**config.mk**
```make
export PLATFORM = sky130hd
export DESIGN_NAME = link_reconnect_backoff_controller_unit
export DESIGN_NICKNAME = d
export VERILOG_FILES = /design/src/rtl/lrbc_pkg.sv /design/src/rtl/link_reconnect_backoff_controller_unit.sv
export SDC_FILE = /design/constraint.sdc
export NUM_CORES = 1
export LEC_CHECK = 0
export ABC_CLOCK_PERIOD_IN_PS = 4820
export BUFFER_PORTS_ARGS = -buffer_cell sky130_fd_sc_hd__buf_2
export CAP_MARGIN = 25
export CORE_MARGIN = 2
export CORE_UTILIZATION = 55
export DETAILED_ROUTE_END_ITERATION = 16
export PLACE_DENSITY = 0.88
export SETUP_SLACK_MARGIN = 0.5
export SYNTH_ARGS = -nofsm -noshare
export SYNTH_HDL_FRONTEND = slang
export SYNTH_SLANG_ARGS = --single-unit
```
**constraint.sdc**
```tcl
create_clock -name clk -period 4.82 [get_ports clk]
set_clock_uncertainty 0.15 [all_clocks]
set_input_delay 0.723 -clock clk [delete_from_list [all_inputs] [get_ports clk]]
set_output_delay 0.723 -clock clk [all_outputs]
set_load 0.01 [all_outputs]
```
**src/rtl/lrbc_pkg.sv**
```systemverilog
`timescale 1ns / 1ps
// Shared constants and types for the link reconnect backoff controller.
// No dependencies.
package lrbc_pkg;

  localparam int TIME_BITS = 32;   // width of the seconds timebase
  localparam int ADDR_BITS = 5;    // eight 32-bit registers

  typedef logic [2:0]           status_t;
  typedef logic [TIME_BITS-1:0] time_t;

  // status codes
  localparam status_t ST_NOKEY      = 3'd0;
  localparam status_t ST_DISABLED   = 3'd1;
  localparam status_t ST_ZOOMED     = 3'd2;
  localparam status_t ST_CONNECTING = 3'd3;
  localparam status_t ST_CONNECTED  = 3'd4;
  localparam status_t ST_RETRYING   = 3'd5;
  localparam status_t ST_OFFLINE    = 3'd6;

  // register indexes (paddr[4:2])
  localparam logic [2:0] REG_OFFLINE  = 3'd0;
  localparam logic [2:0] REG_KEY      = 3'd1;
  localparam logic [2:0] REG_BO_START = 3'd2;
  localparam logic [2:0] REG_BO_CAP   = 3'd3;
  localparam logic [2:0] REG_COOLDOWN = 3'd4;
  localparam logic [2:0] REG_SWEEP    = 3'd5;
  localparam logic [2:0] REG_ALT      = 3'd6;
  localparam logic [2:0] REG_SPAN     = 3'd7;

  // register reset values
  localparam logic [7:0]  RST_BO_START = 8'd5;
  localparam logic [11:0] RST_BO_CAP   = 12'd60;
  localparam logic [7:0]  RST_COOLDOWN = 8'd10;
  localparam logic [7:0]  RST_SWEEP    = 8'd10;
  localparam logic [26:0] RST_ALT      = 27'd15000000;
  localparam logic [15:0] RST_SPAN     = 16'd15000;

endpackage

```
**src/rtl/link_reconnect_backoff_controller_unit.sv**
```systemverilog
`timescale 1ns / 1ps
// An accepted tick beat is held in the input register, then its result in the
// result register; throughput is one beat per cycle unless out_ready stalls.
// The whole decision (gates, cooldown, backoff doubling, retry time) is one
// pass of compare/add logic between the input register and result register.
// rst_n is synchronous, active low: clears control state, the link/backoff
// state and loads the registers with their reset values. Depends on lrbc_pkg.
module link_reconnect_backoff_controller_unit (
  input  logic                 clk,
  input  logic                 rst_n,
  // tick channel
  input  logic                 in_valid,
  output logic                 in_ready,
  input  logic                 in_enabled,
  input  logic [31:0]          in_now_sec,
  input  logic [26:0]          in_cam_alt_m,
  input  logic [15:0]          in_lon_span_centideg,
  input  logic                 in_link_closed,
  input  logic                 in_link_opened,
  input  logic                 in_needs_resubscribe,
  input  logic                 in_open_fails,
  // result channel
  output logic                 out_valid,
  input  logic                 out_ready,
  output lrbc_pkg::status_t    out_status,
  output logic                 out_drop_link,
  output logic                 out_open_link,
  output logic                 out_sweep_now,
  // register port
  input  logic                 psel,
  input  logic                 penable,
  input  logic                 pwrite,
  input  logic [lrbc_pkg::ADDR_BITS-1:0] paddr,
  input  logic [31:0]          pwdata,
  output logic [31:0]          prdata,
  output logic                 pready
);
  import lrbc_pkg::*;

  // ---------------------------------------------------------------------------
  // Configuration registers
  // ---------------------------------------------------------------------------
  logic        offline_r;
  logic        key_r;
  logic [7:0]  bo_start_r;
  logic [11:0] bo_cap_r;
  logic [7:0]  cooldown_r;
  logic [7:0]  sweep_per_r;
  logic [26:0] alt_lim_r;
  logic [15:0] span_lim_r;

  logic       cfg_wr;
  logic [2:0] cfg_idx;

  assign pready  = 1'b1;
  assign cfg_wr  = psel && penable && pwrite;
  assign cfg_idx = paddr[ADDR_BITS-1:2];

  always_ff @(posedge clk) begin
    if (!rst_n) begin
      offline_r   <= 1'b0;
      key_r       <= 1'b0;
      bo_start_r  <= RST_BO_START;
      bo_cap_r    <= RST_BO_CAP;
      cooldown_r  <= RST_COOLDOWN;
      sweep_per_r <= RST_SWEEP;
      alt_lim_r   <= RST_ALT;
      span_lim_r  <= RST_SPAN;
    end else if (cfg_wr) begin
      unique case (cfg_idx)
        REG_OFFLINE:  offline_r   <= pwdata[0];
        REG_KEY:      key_r       <= pwdata[0];
        REG_BO_START: bo_start_r  <= pwdata[7:0];
        REG_BO_CAP:   bo_cap_r    <= pwdata[11:0];
        REG_COOLDOWN: cooldown_r  <= pwdata[7:0];
        REG_SWEEP:    sweep_per_r <= pwdata[7:0];
        REG_ALT:      alt_lim_r   <= pwdata[26:0];
        REG_SPAN:     span_lim_r  <= pwdata[15:0];
        default:      ;
      endcase
    end
  end

  always_comb begin
    prdata = '0;
    unique case (cfg_idx)
      REG_OFFLINE:  prdata = {31'd0, offline_r};
      REG_KEY:      prdata = {31'd0, key_r};
      REG_BO_START: prdata = {24'd0, bo_start_r};
      REG_BO_CAP:   prdata = {20'd0, bo_cap_r};
      REG_COOLDOWN: prdata = {24'd0, cooldown_r};
      REG_SWEEP:    prdata = {24'd0, sweep_per_r};
      REG_ALT:      prdata = {5'd0, alt_lim_r};
      REG_SPAN:     prdata = {16'd0, span_lim_r};
      default:      prdata = '0;
    endcase
  end

  // ---------------------------------------------------------------------------
  // Input register. The held beat is processed when the result register is
  // free or being drained; the link state commits on that same edge, so the
  // next beat always sees the state this one leaves.
  // ---------------------------------------------------------------------------
  logic        s1_valid_r;
  logic        s1_enabled_r;
  time_t       s1_now_r;
  logic [26:0] s1_alt_r;
  logic [15:0] s1_span_r;
  logic        s1_closed_r;
  logic        s1_opened_r;
  logic        s1_resub_r;
  logic        s1_fails_r;

  logic out_valid_r;
  logic adv;

  assign adv      = s1_valid_r && (!out_valid_r || out_ready);
  assign in_ready = !s1_valid_r || adv;

  always_ff @(posedge clk) begin
    if (!rst_n) begin
      s1_valid_r <= 1'b0;
    end else if (in_ready) begin
      s1_valid_r <= in_valid;
    end
  end

  always_ff @(posedge clk) begin
    if (in_valid && in_ready) begin
      s1_enabled_r <= in_enabled;
      s1_now_r     <= in_now_sec[TIME_BITS-1:0];
      s1_alt_r     <= in_cam_alt_m;
      s1_span_r    <= in_lon_span_centideg;
      s1_closed_r  <= in_link_closed;
      s1_opened_r  <= in_link_opened;
      s1_resub_r   <= in_needs_resubscribe;
      s1_fails_r   <= in_open_fails;
    end
  end

  // ---------------------------------------------------------------------------
  // Link state
  // ---------------------------------------------------------------------------
  logic [11:0] backoff_r,   backoff_nxt;
  time_t       next_retry_r, next_retry_nxt;
  time_t       last_conn_r, last_conn_nxt;
  logic        ever_conn_r, ever_conn_nxt;
  logic [7:0]  sweep_cnt_r, sweep_cnt_nxt;
  logic        held_r,      held_nxt;
  status_t     status_r,    status_nxt;
  logic        drop_nxt, open_nxt, sweep_nxt;

  // shared helpers
  logic [TIME_BITS:0]   retry_sum;
  time_t                retry_time;    // now + backoff, saturated
  logic [TIME_BITS:0]   start_sum;
  time_t                start_time;    // now + start value, saturated
  logic [12:0]          bo_dbl;
  logic [11:0]          bo_next;       // min(2*backoff, cap)
  time_t                since_conn;
  logic                 cool_ok;
  logic [8:0]           sweep_inc;
  logic                 zoom_out;
  logic                 retry_due;

  assign retry_sum  = {1'b0, s1_now_r} + {{(TIME_BITS-11){1'b0}}, backoff_r};
  assign retry_time = retry_sum[TIME_BITS] ? {TIME_BITS{1'b1}} : retry_sum[TIME_BITS-1:0];
  assign start_sum  = {1'b0, s1_now_r} + {{(TIME_BITS-7){1'b0}}, bo_start_r};
  assign start_time = start_sum[TIME_BITS] ? {TIME_BITS{1'b1}} : start_sum[TIME_BITS-1:0];
  assign bo_dbl     = {backoff_r, 1'b0};
  assign bo_next    = (bo_dbl < {1'b0, bo_cap_r}) ? bo_dbl[11:0] : bo_cap_r;

  // cooldown: never connected passes; time running backwards fails
  assign since_conn = s1_now_r - last_conn_r;
  assign cool_ok    = !ever_conn_r ||
                      ((s1_now_r >= last_conn_r) &&
                       (since_conn > {{(TIME_BITS-8){1'b0}}, cooldown_r}));

  assign sweep_inc = {1'b0, sweep_cnt_r} + 9'd1;
  assign zoom_out  = (s1_alt_r > alt_lim_r) || (s1_span_r > span_lim_r);
  assign retry_due = (s1_now_r >= next_retry_r);

  always_comb begin
    backoff_nxt    = backoff_r;
    next_retry_nxt = next_retry_r;
    last_conn_nxt  = last_conn_r;
    ever_conn_nxt  = ever_conn_r;
    sweep_cnt_nxt  = sweep_cnt_r;
    held_nxt       = held_r;
    status_nxt     = status_r;
    drop_nxt       = 1'b0;
    open_nxt       = 1'b0;
    sweep_nxt      = 1'b0;

    if (offline_r) begin
      status_nxt = ST_OFFLINE;
    end else if (!key_r) begin
      status_nxt = ST_NOKEY;
    end else if (!s1_enabled_r) begin
      drop_nxt   = held_r;
      held_nxt   = 1'b0;
      status_nxt = ST_DISABLED;
    end else begin
      // sweep divider runs on every active tick
      if (sweep_inc >= {1'b0, sweep_per_r}) begin
        sweep_cnt_nxt = '0;
        sweep_nxt     = 1'b1;
      end else begin
        sweep_cnt_nxt = sweep_inc[7:0];
      end

      if (zoom_out) begin
        drop_nxt   = held_r;
        held_nxt   = 1'b0;
        status_nxt = ST_ZOOMED;
      end else if (held_r) begin
        if (s1_closed_r) begin
          drop_nxt       = 1'b1;
          held_nxt       = 1'b0;
          next_retry_nxt = retry_time;
          backoff_nxt    = bo_next;
          status_nxt     = ST_RETRYING;
        end else if (s1_opened_r) begin
          backoff_nxt = {4'd0, bo_start_r};
          status_nxt  = ST_CONNECTED;
          if (s1_resub_r && cool_ok) begin
            // reopen: the failure path retries after the start value
            drop_nxt      = 1'b1;
            open_nxt      = 1'b1;
            last_conn_nxt = s1_now_r;
            ever_conn_nxt = 1'b1;
            if (!s1_fails_r) begin
              held_nxt   = 1'b1;
              status_nxt = ST_CONNECTING;
            end else begin
              held_nxt       = 1'b0;
              next_retry_nxt = start_time;
              backoff_nxt    = ({4'd0, bo_start_r, 1'b0} < {1'b0, bo_cap_r}) ?
                               {3'd0, bo_start_r, 1'b0} : bo_cap_r;
              status_nxt     = ST_RETRYING;
            end
          end
        end else begin
          status_nxt = ST_CONNECTING;
        end
      end else if (retry_due && cool_ok) begin
        open_nxt      = 1'b1;
        last_conn_nxt = s1_now_r;
        ever_conn_nxt = 1'b1;
        if (!s1_fails_r) begin
          held_nxt   = 1'b1;
          status_nxt = ST_CONNECTING;
        end else begin
          held_nxt       = 1'b0;
          next_retry_nxt = retry_time;
          backoff_nxt    = bo_next;
          status_nxt     = ST_RETRYING;
        end
      end else begin
        status_nxt = retry_due ? ST_CONNECTING : ST_RETRYING;
      end
    end
  end

  always_ff @(posedge clk) begin
    if (!rst_n) begin
      backoff_r    <= {4'd0, RST_BO_START};
      next_retry_r <= '0;
      last_conn_r  <= '0;
      ever_conn_r  <= 1'b0;
      sweep_cnt_r  <= '0;
      held_r       <= 1'b0;
      status_r     <= ST_NOKEY;
    end else if (adv) begin
      backoff_r    <= backoff_nxt;
      next_retry_r <= next_retry_nxt;
      last_conn_r  <= last_conn_nxt;
      ever_conn_r  <= ever_conn_nxt;
      sweep_cnt_r  <= sweep_cnt_nxt;
      held_r       <= held_nxt;
      status_r     <= status_nxt;
    end
  end

  // ---------------------------------------------------------------------------
  // Result register
  // ---------------------------------------------------------------------------
  status_t out_status_r;
  logic    out_drop_r, out_open_r, out_sweep_r;

  always_ff @(posedge clk) begin
    if (!rst_n) begin
      out_valid_r <= 1'b0;
    end else if (adv) begin
      out_valid_r <= 1'b1;
    end else if (out_ready) begin
      out_valid_r <= 1'b0;
    end
  end

  always_ff @(posedge clk) begin
    if (adv) begin
      out_status_r <= status_nxt;
      out_drop_r   <= drop_nxt;
      out_open_r   <= open_nxt;
      out_sweep_r  <= sweep_nxt;
    end
  end

  assign out_valid     = out_valid_r;
  assign out_status    = out_status_r;
  assign out_drop_link = out_drop_r;
  assign out_open_link = out_open_r;
  assign out_sweep_now = out_sweep_r;

`ifndef ASSERT_OFF
  // an open beat always reports connecting or retrying
  a_open_status: assert property (@(posedge clk) disable iff (!rst_n)
    out_valid_r && out_open_r |->
      (out_status_r == ST_CONNECTING) || (out_status_r == ST_RETRYING))
    else $error("open pulse with unexpected status");

  // no sweep while offline, keyless or disabled
  a_sweep_active: assert property (@(posedge clk) disable iff (!rst_n)
    out_valid_r && out_sweep_r |->
      (out_status_r != ST_OFFLINE) && (out_status_r != ST_NOKEY) &&
      (out_status_r != ST_DISABLED))
    else $error("sweep pulse on inactive tick");

  // a link only becomes held through an open
  a_held_by_open: assert property (@(posedge clk) disable iff (!rst_n)
    $rose(held_r) |-> out_valid_r && out_open_r)
    else $error("link held without open pulse");

  // a processed beat always lands in the result register
  a_adv_result: assert property (@(posedge clk) disable iff (!rst_n)
    adv |=> out_valid_r)
    else $error("processed beat lost");
`endif

endmodule

```
==> impl_metrics.csv <==
group,metric,value,unit
clock_tree,cts_hold_buf,0,
yosys,synth_cell_type_count,87,
finish,layout-drive-gt1-share,17.2,%
worst_hold_path,whs_path_depth,1,
yosys,synth_common_cells,"nand2_1 (237), dfxtp_1 (169), inv_1 (164), ha_1 (163), nor2_1 (157)",
worst_setup_path,cp-start-kind,"register",
grt,grt_max_degree,96,
finish,finish.utilization,66.3,%
sta,slew_headroom,26.6,%
finish,areaGrowthSynthToFinish,18.4,%
grt,grt_pass1_wl,85.2,mm
sta,finalSetupViolCount,0,
worst_setup_path,cp.required,5.19,ns
status,outcome,"complete, no violations",
placed_design,pre_cts_ws,0.0672,ns
clock_tree,worst_skew_pair.late_latency,0.61,ns
floorplan,num_rows,64,
yosys,syn_inst,2004,
floorplan,chipHeight,181,um
drt,vias,16800,
finish,fin_nets,2499,
yosys,yosys_warnings,0,
placed_design,dpl-instance-area,0.0188,mm2
worst_hold_path,hold_class,"primary input to register",
yosys,syn_area,0.0172,mm2
grt,antenna_found_initial,0,
yosys,synth_top_cell_by_area,"dfxtp_1",
clock_tree,cts_made_buffers,30,
drt,drc,0,
clock_tree,cts.sinks,255,
floorplan,initial_utilization,56.0,%
yosys,synth_edf_count,86,
yosys,ys_seq_elements,255,
clock_tree,cts_root_buffer,"clkbuf_16",
yosys,avgSynthCellArea,8.57,um2
yosys,synth_area_leaders,"dfxtp_1 (20%), edfxtp_1 (15%), ha_1 (12%), mux2i_1 (6.7%), nand2_1 (5.2%)",
worst_setup_path,cp.arrival,5.13,ns
floorplan,dieWidth,181,um
clock_tree,tritoncts,"yes",
yosys,synth.most_common_cell,"nand2_1",
pwr,max-vdd-ir-drop,0.315,mV
yosys,synth_top_flop_cell,"dfxtp_1",
clock_tree,cts.clk_slew.worst_paths,0.06,ns
worst_setup_path,worstSetupPathType,"register to register",
clock_tree,cts_max_path_buffers,3,
pwr,total_power,5.38,mW
clock_tree,htreeDepth,1,
yosys,seq_area_frac_synth,34.7,%
finish,diodes,0,
worst_setup_path,endpoint_kind,"register",
drt,avgViaCountPerCell,6.39,
grt,grt_pass1_vias,16200,
yosys,yosysTopAreaCellShare,19.7,%
floorplan,io_pins,165,
pwr,p_per_area,265,mW/mm2
sta,finalHoldViolations,0,
drt,ant_nets,0,
worst_setup_path,crit_fanout,6,
sta,setup_ws,0.0662,ns
run,cap_violations,0,
grt,grt.total_usage,32.1,%
placed_design,gp_congestion,0.993,
worst_setup_path,worstRegToRegCells,19,
sta,fmax,0.210,GHz
drt,wl_per_cell,21.2,um
grt,grt.overflow.total,0,
sta,fin_crit_sh,98.6,%
yosys,synth-async-reset-ratio,0,%
drt,routed_wirelength,55.6,mm
floorplan,dieArea,0.0327,mm2
pwr,power.leakage,8.71,nW
drt,dr.pass1.iters,6,
sta,drv_slew,0,
sta,fin_crit,4.75,ns
sta,final.setup.tns,0,ns
sta,worst_slew_pin_slew,1.10,ns
placed_design,dp_hpwl,40.2,mm
drt,drtIter0Drc,2008,
floorplan,design.core.area,0.0307,mm2
placed_design,portBuffers,151,
finish,final_area,0.0203,mm2
sta,rsz0062_at_grt,"yes",
[layout by cell type, fill, tap and decap left out, types with 28 or more instances in the layout]
cell type | netlist | final
nand2_1 | 237 | 236
dfxtp_1 | 169 | 168
inv_1 | 164 | 163
ha_1 | 163 | 159
nor2_1 | 157 | 153
buf_2 | 4 | 151
a21oi_1 | 133 | 128
mux2i_1 | 115 | 109
buf_4 | 8 | 89
o21ai_0 | 87 | 86
edfxtp_1 | 86 | 86
nand3_1 | 78 | 77
o211ai_1 | 55 | 55
nand4_1 | 37 | 37
a21o_1 | 34 | 34
clkbuf_16 | 0 | 32
and3_1 | 29 | 28
[through the flow]
stage | cells | hold slack [ns]
after floorplan | 2008 | 0.286
after CTS | 2619 | 0.124
after global routing | 2629 | 0.128
final | 2629 | 0.134
after global placement | 2550 | 0.293
after detailed placement | 2551 | 0.301
[what timing repair did]
item                       in CTS  in global routing
setup endpoints to repair      80                 82
cloned                          2                  4
resized for setup              27                 34
hold endpoints to repair        0                  0
setup buffers                  10                  6
pin swaps                      18                 16
[worst max-delay path, cell delays in order, from the launching register on]
cell       delay [ns]
edfxtp_1         0.34
inv_1            0.07
ha_2             0.21
fa_2             0.40
nor2b_2          0.16
o2111ai_2        0.17
buf_4            0.17
buf_4            0.15
a2111oi_4        0.27
buf_4            0.20
nor3_1           0.09
o311a_1          0.34
nor4b_1          0.36
and4b_1          0.54
a211oi_4         0.16
or2_4            0.29
nand2_4          0.16
buf_12           0.13
buf_16           0.12
mux2i_1          0.22
[power breakdown]
| part | switching (mW) | internal, mW | total, mW |
|---|---|---|---|
| logic | 0.448 | 0.294 | 0.741 |
| clock network | 0.999 | 1.33 | 2.33 |
| registers | 0.0385 | 2.28 | 2.31 |
[cell families (layout without fill, tap and decap cells)]
kind of cell	Yosys count	in the layout	synth area share, %
other	2	6	0.0437
adders and majority gates	166	166	12.2
xor gates and xnor gates	36	36	1.84
muxes	122	122	7.16
and+or+nand+nor	682	682	18.9
DFF	255	255	34.7
buffers and inverters	258	483	6.17
AOI/OAI and AO/OA	483	483	19.0
[flip-flops by register name, summed over array words and instances, names as in the netlist, 3 cells and up]
name / count
backoff_r: 12
out_status: 3
last_conn_r: 32
s1_alt_r: 27
s1_span_r: 16
span_lim_r: 16
bo_start_r: 8
alt_lim_r: 27
sweep_per_r: 8
bo_cap_r: 12
next_retry_r: 32
s1_now_r: 32
cooldown_r: 8
sweep_cnt_r: 8
[area by class of cell]
type                    count  area [um2]
flip-flops and latches    255        5970
inverters                 165         621
repair buffers            262        1780
clock buffers              40         828
multi-input cells        1495       10500
fillers                  2333       10300
clock inverters            16         180
well taps                 396         495
[routing by layer]
metal	GRT usage [%]	share of wire [%]	vias up
li1	-	-	7682
met1	41.5	39	7952
met2	53.9	46	973
met3	5.00	9.5	200
met4	12.4	4.8	0
met5	0	0	-
[path summary, 6_finish.rpt]
check	slack, ns	endpoint	start
worst max-delay path	0.07	next_retry_r[15]	s1_now_r[0]
worst min-delay path	0.13	s1_span_r[4]	in_lon_span_centideg[4]
worst max register to register	0.07	next_retry_r[15]	s1_now_r[0]
worst min register to register	0.31	alt_lim_r[11]	alt_lim_r[11]
No activity file was read; power rests on OpenSTA's default activity.
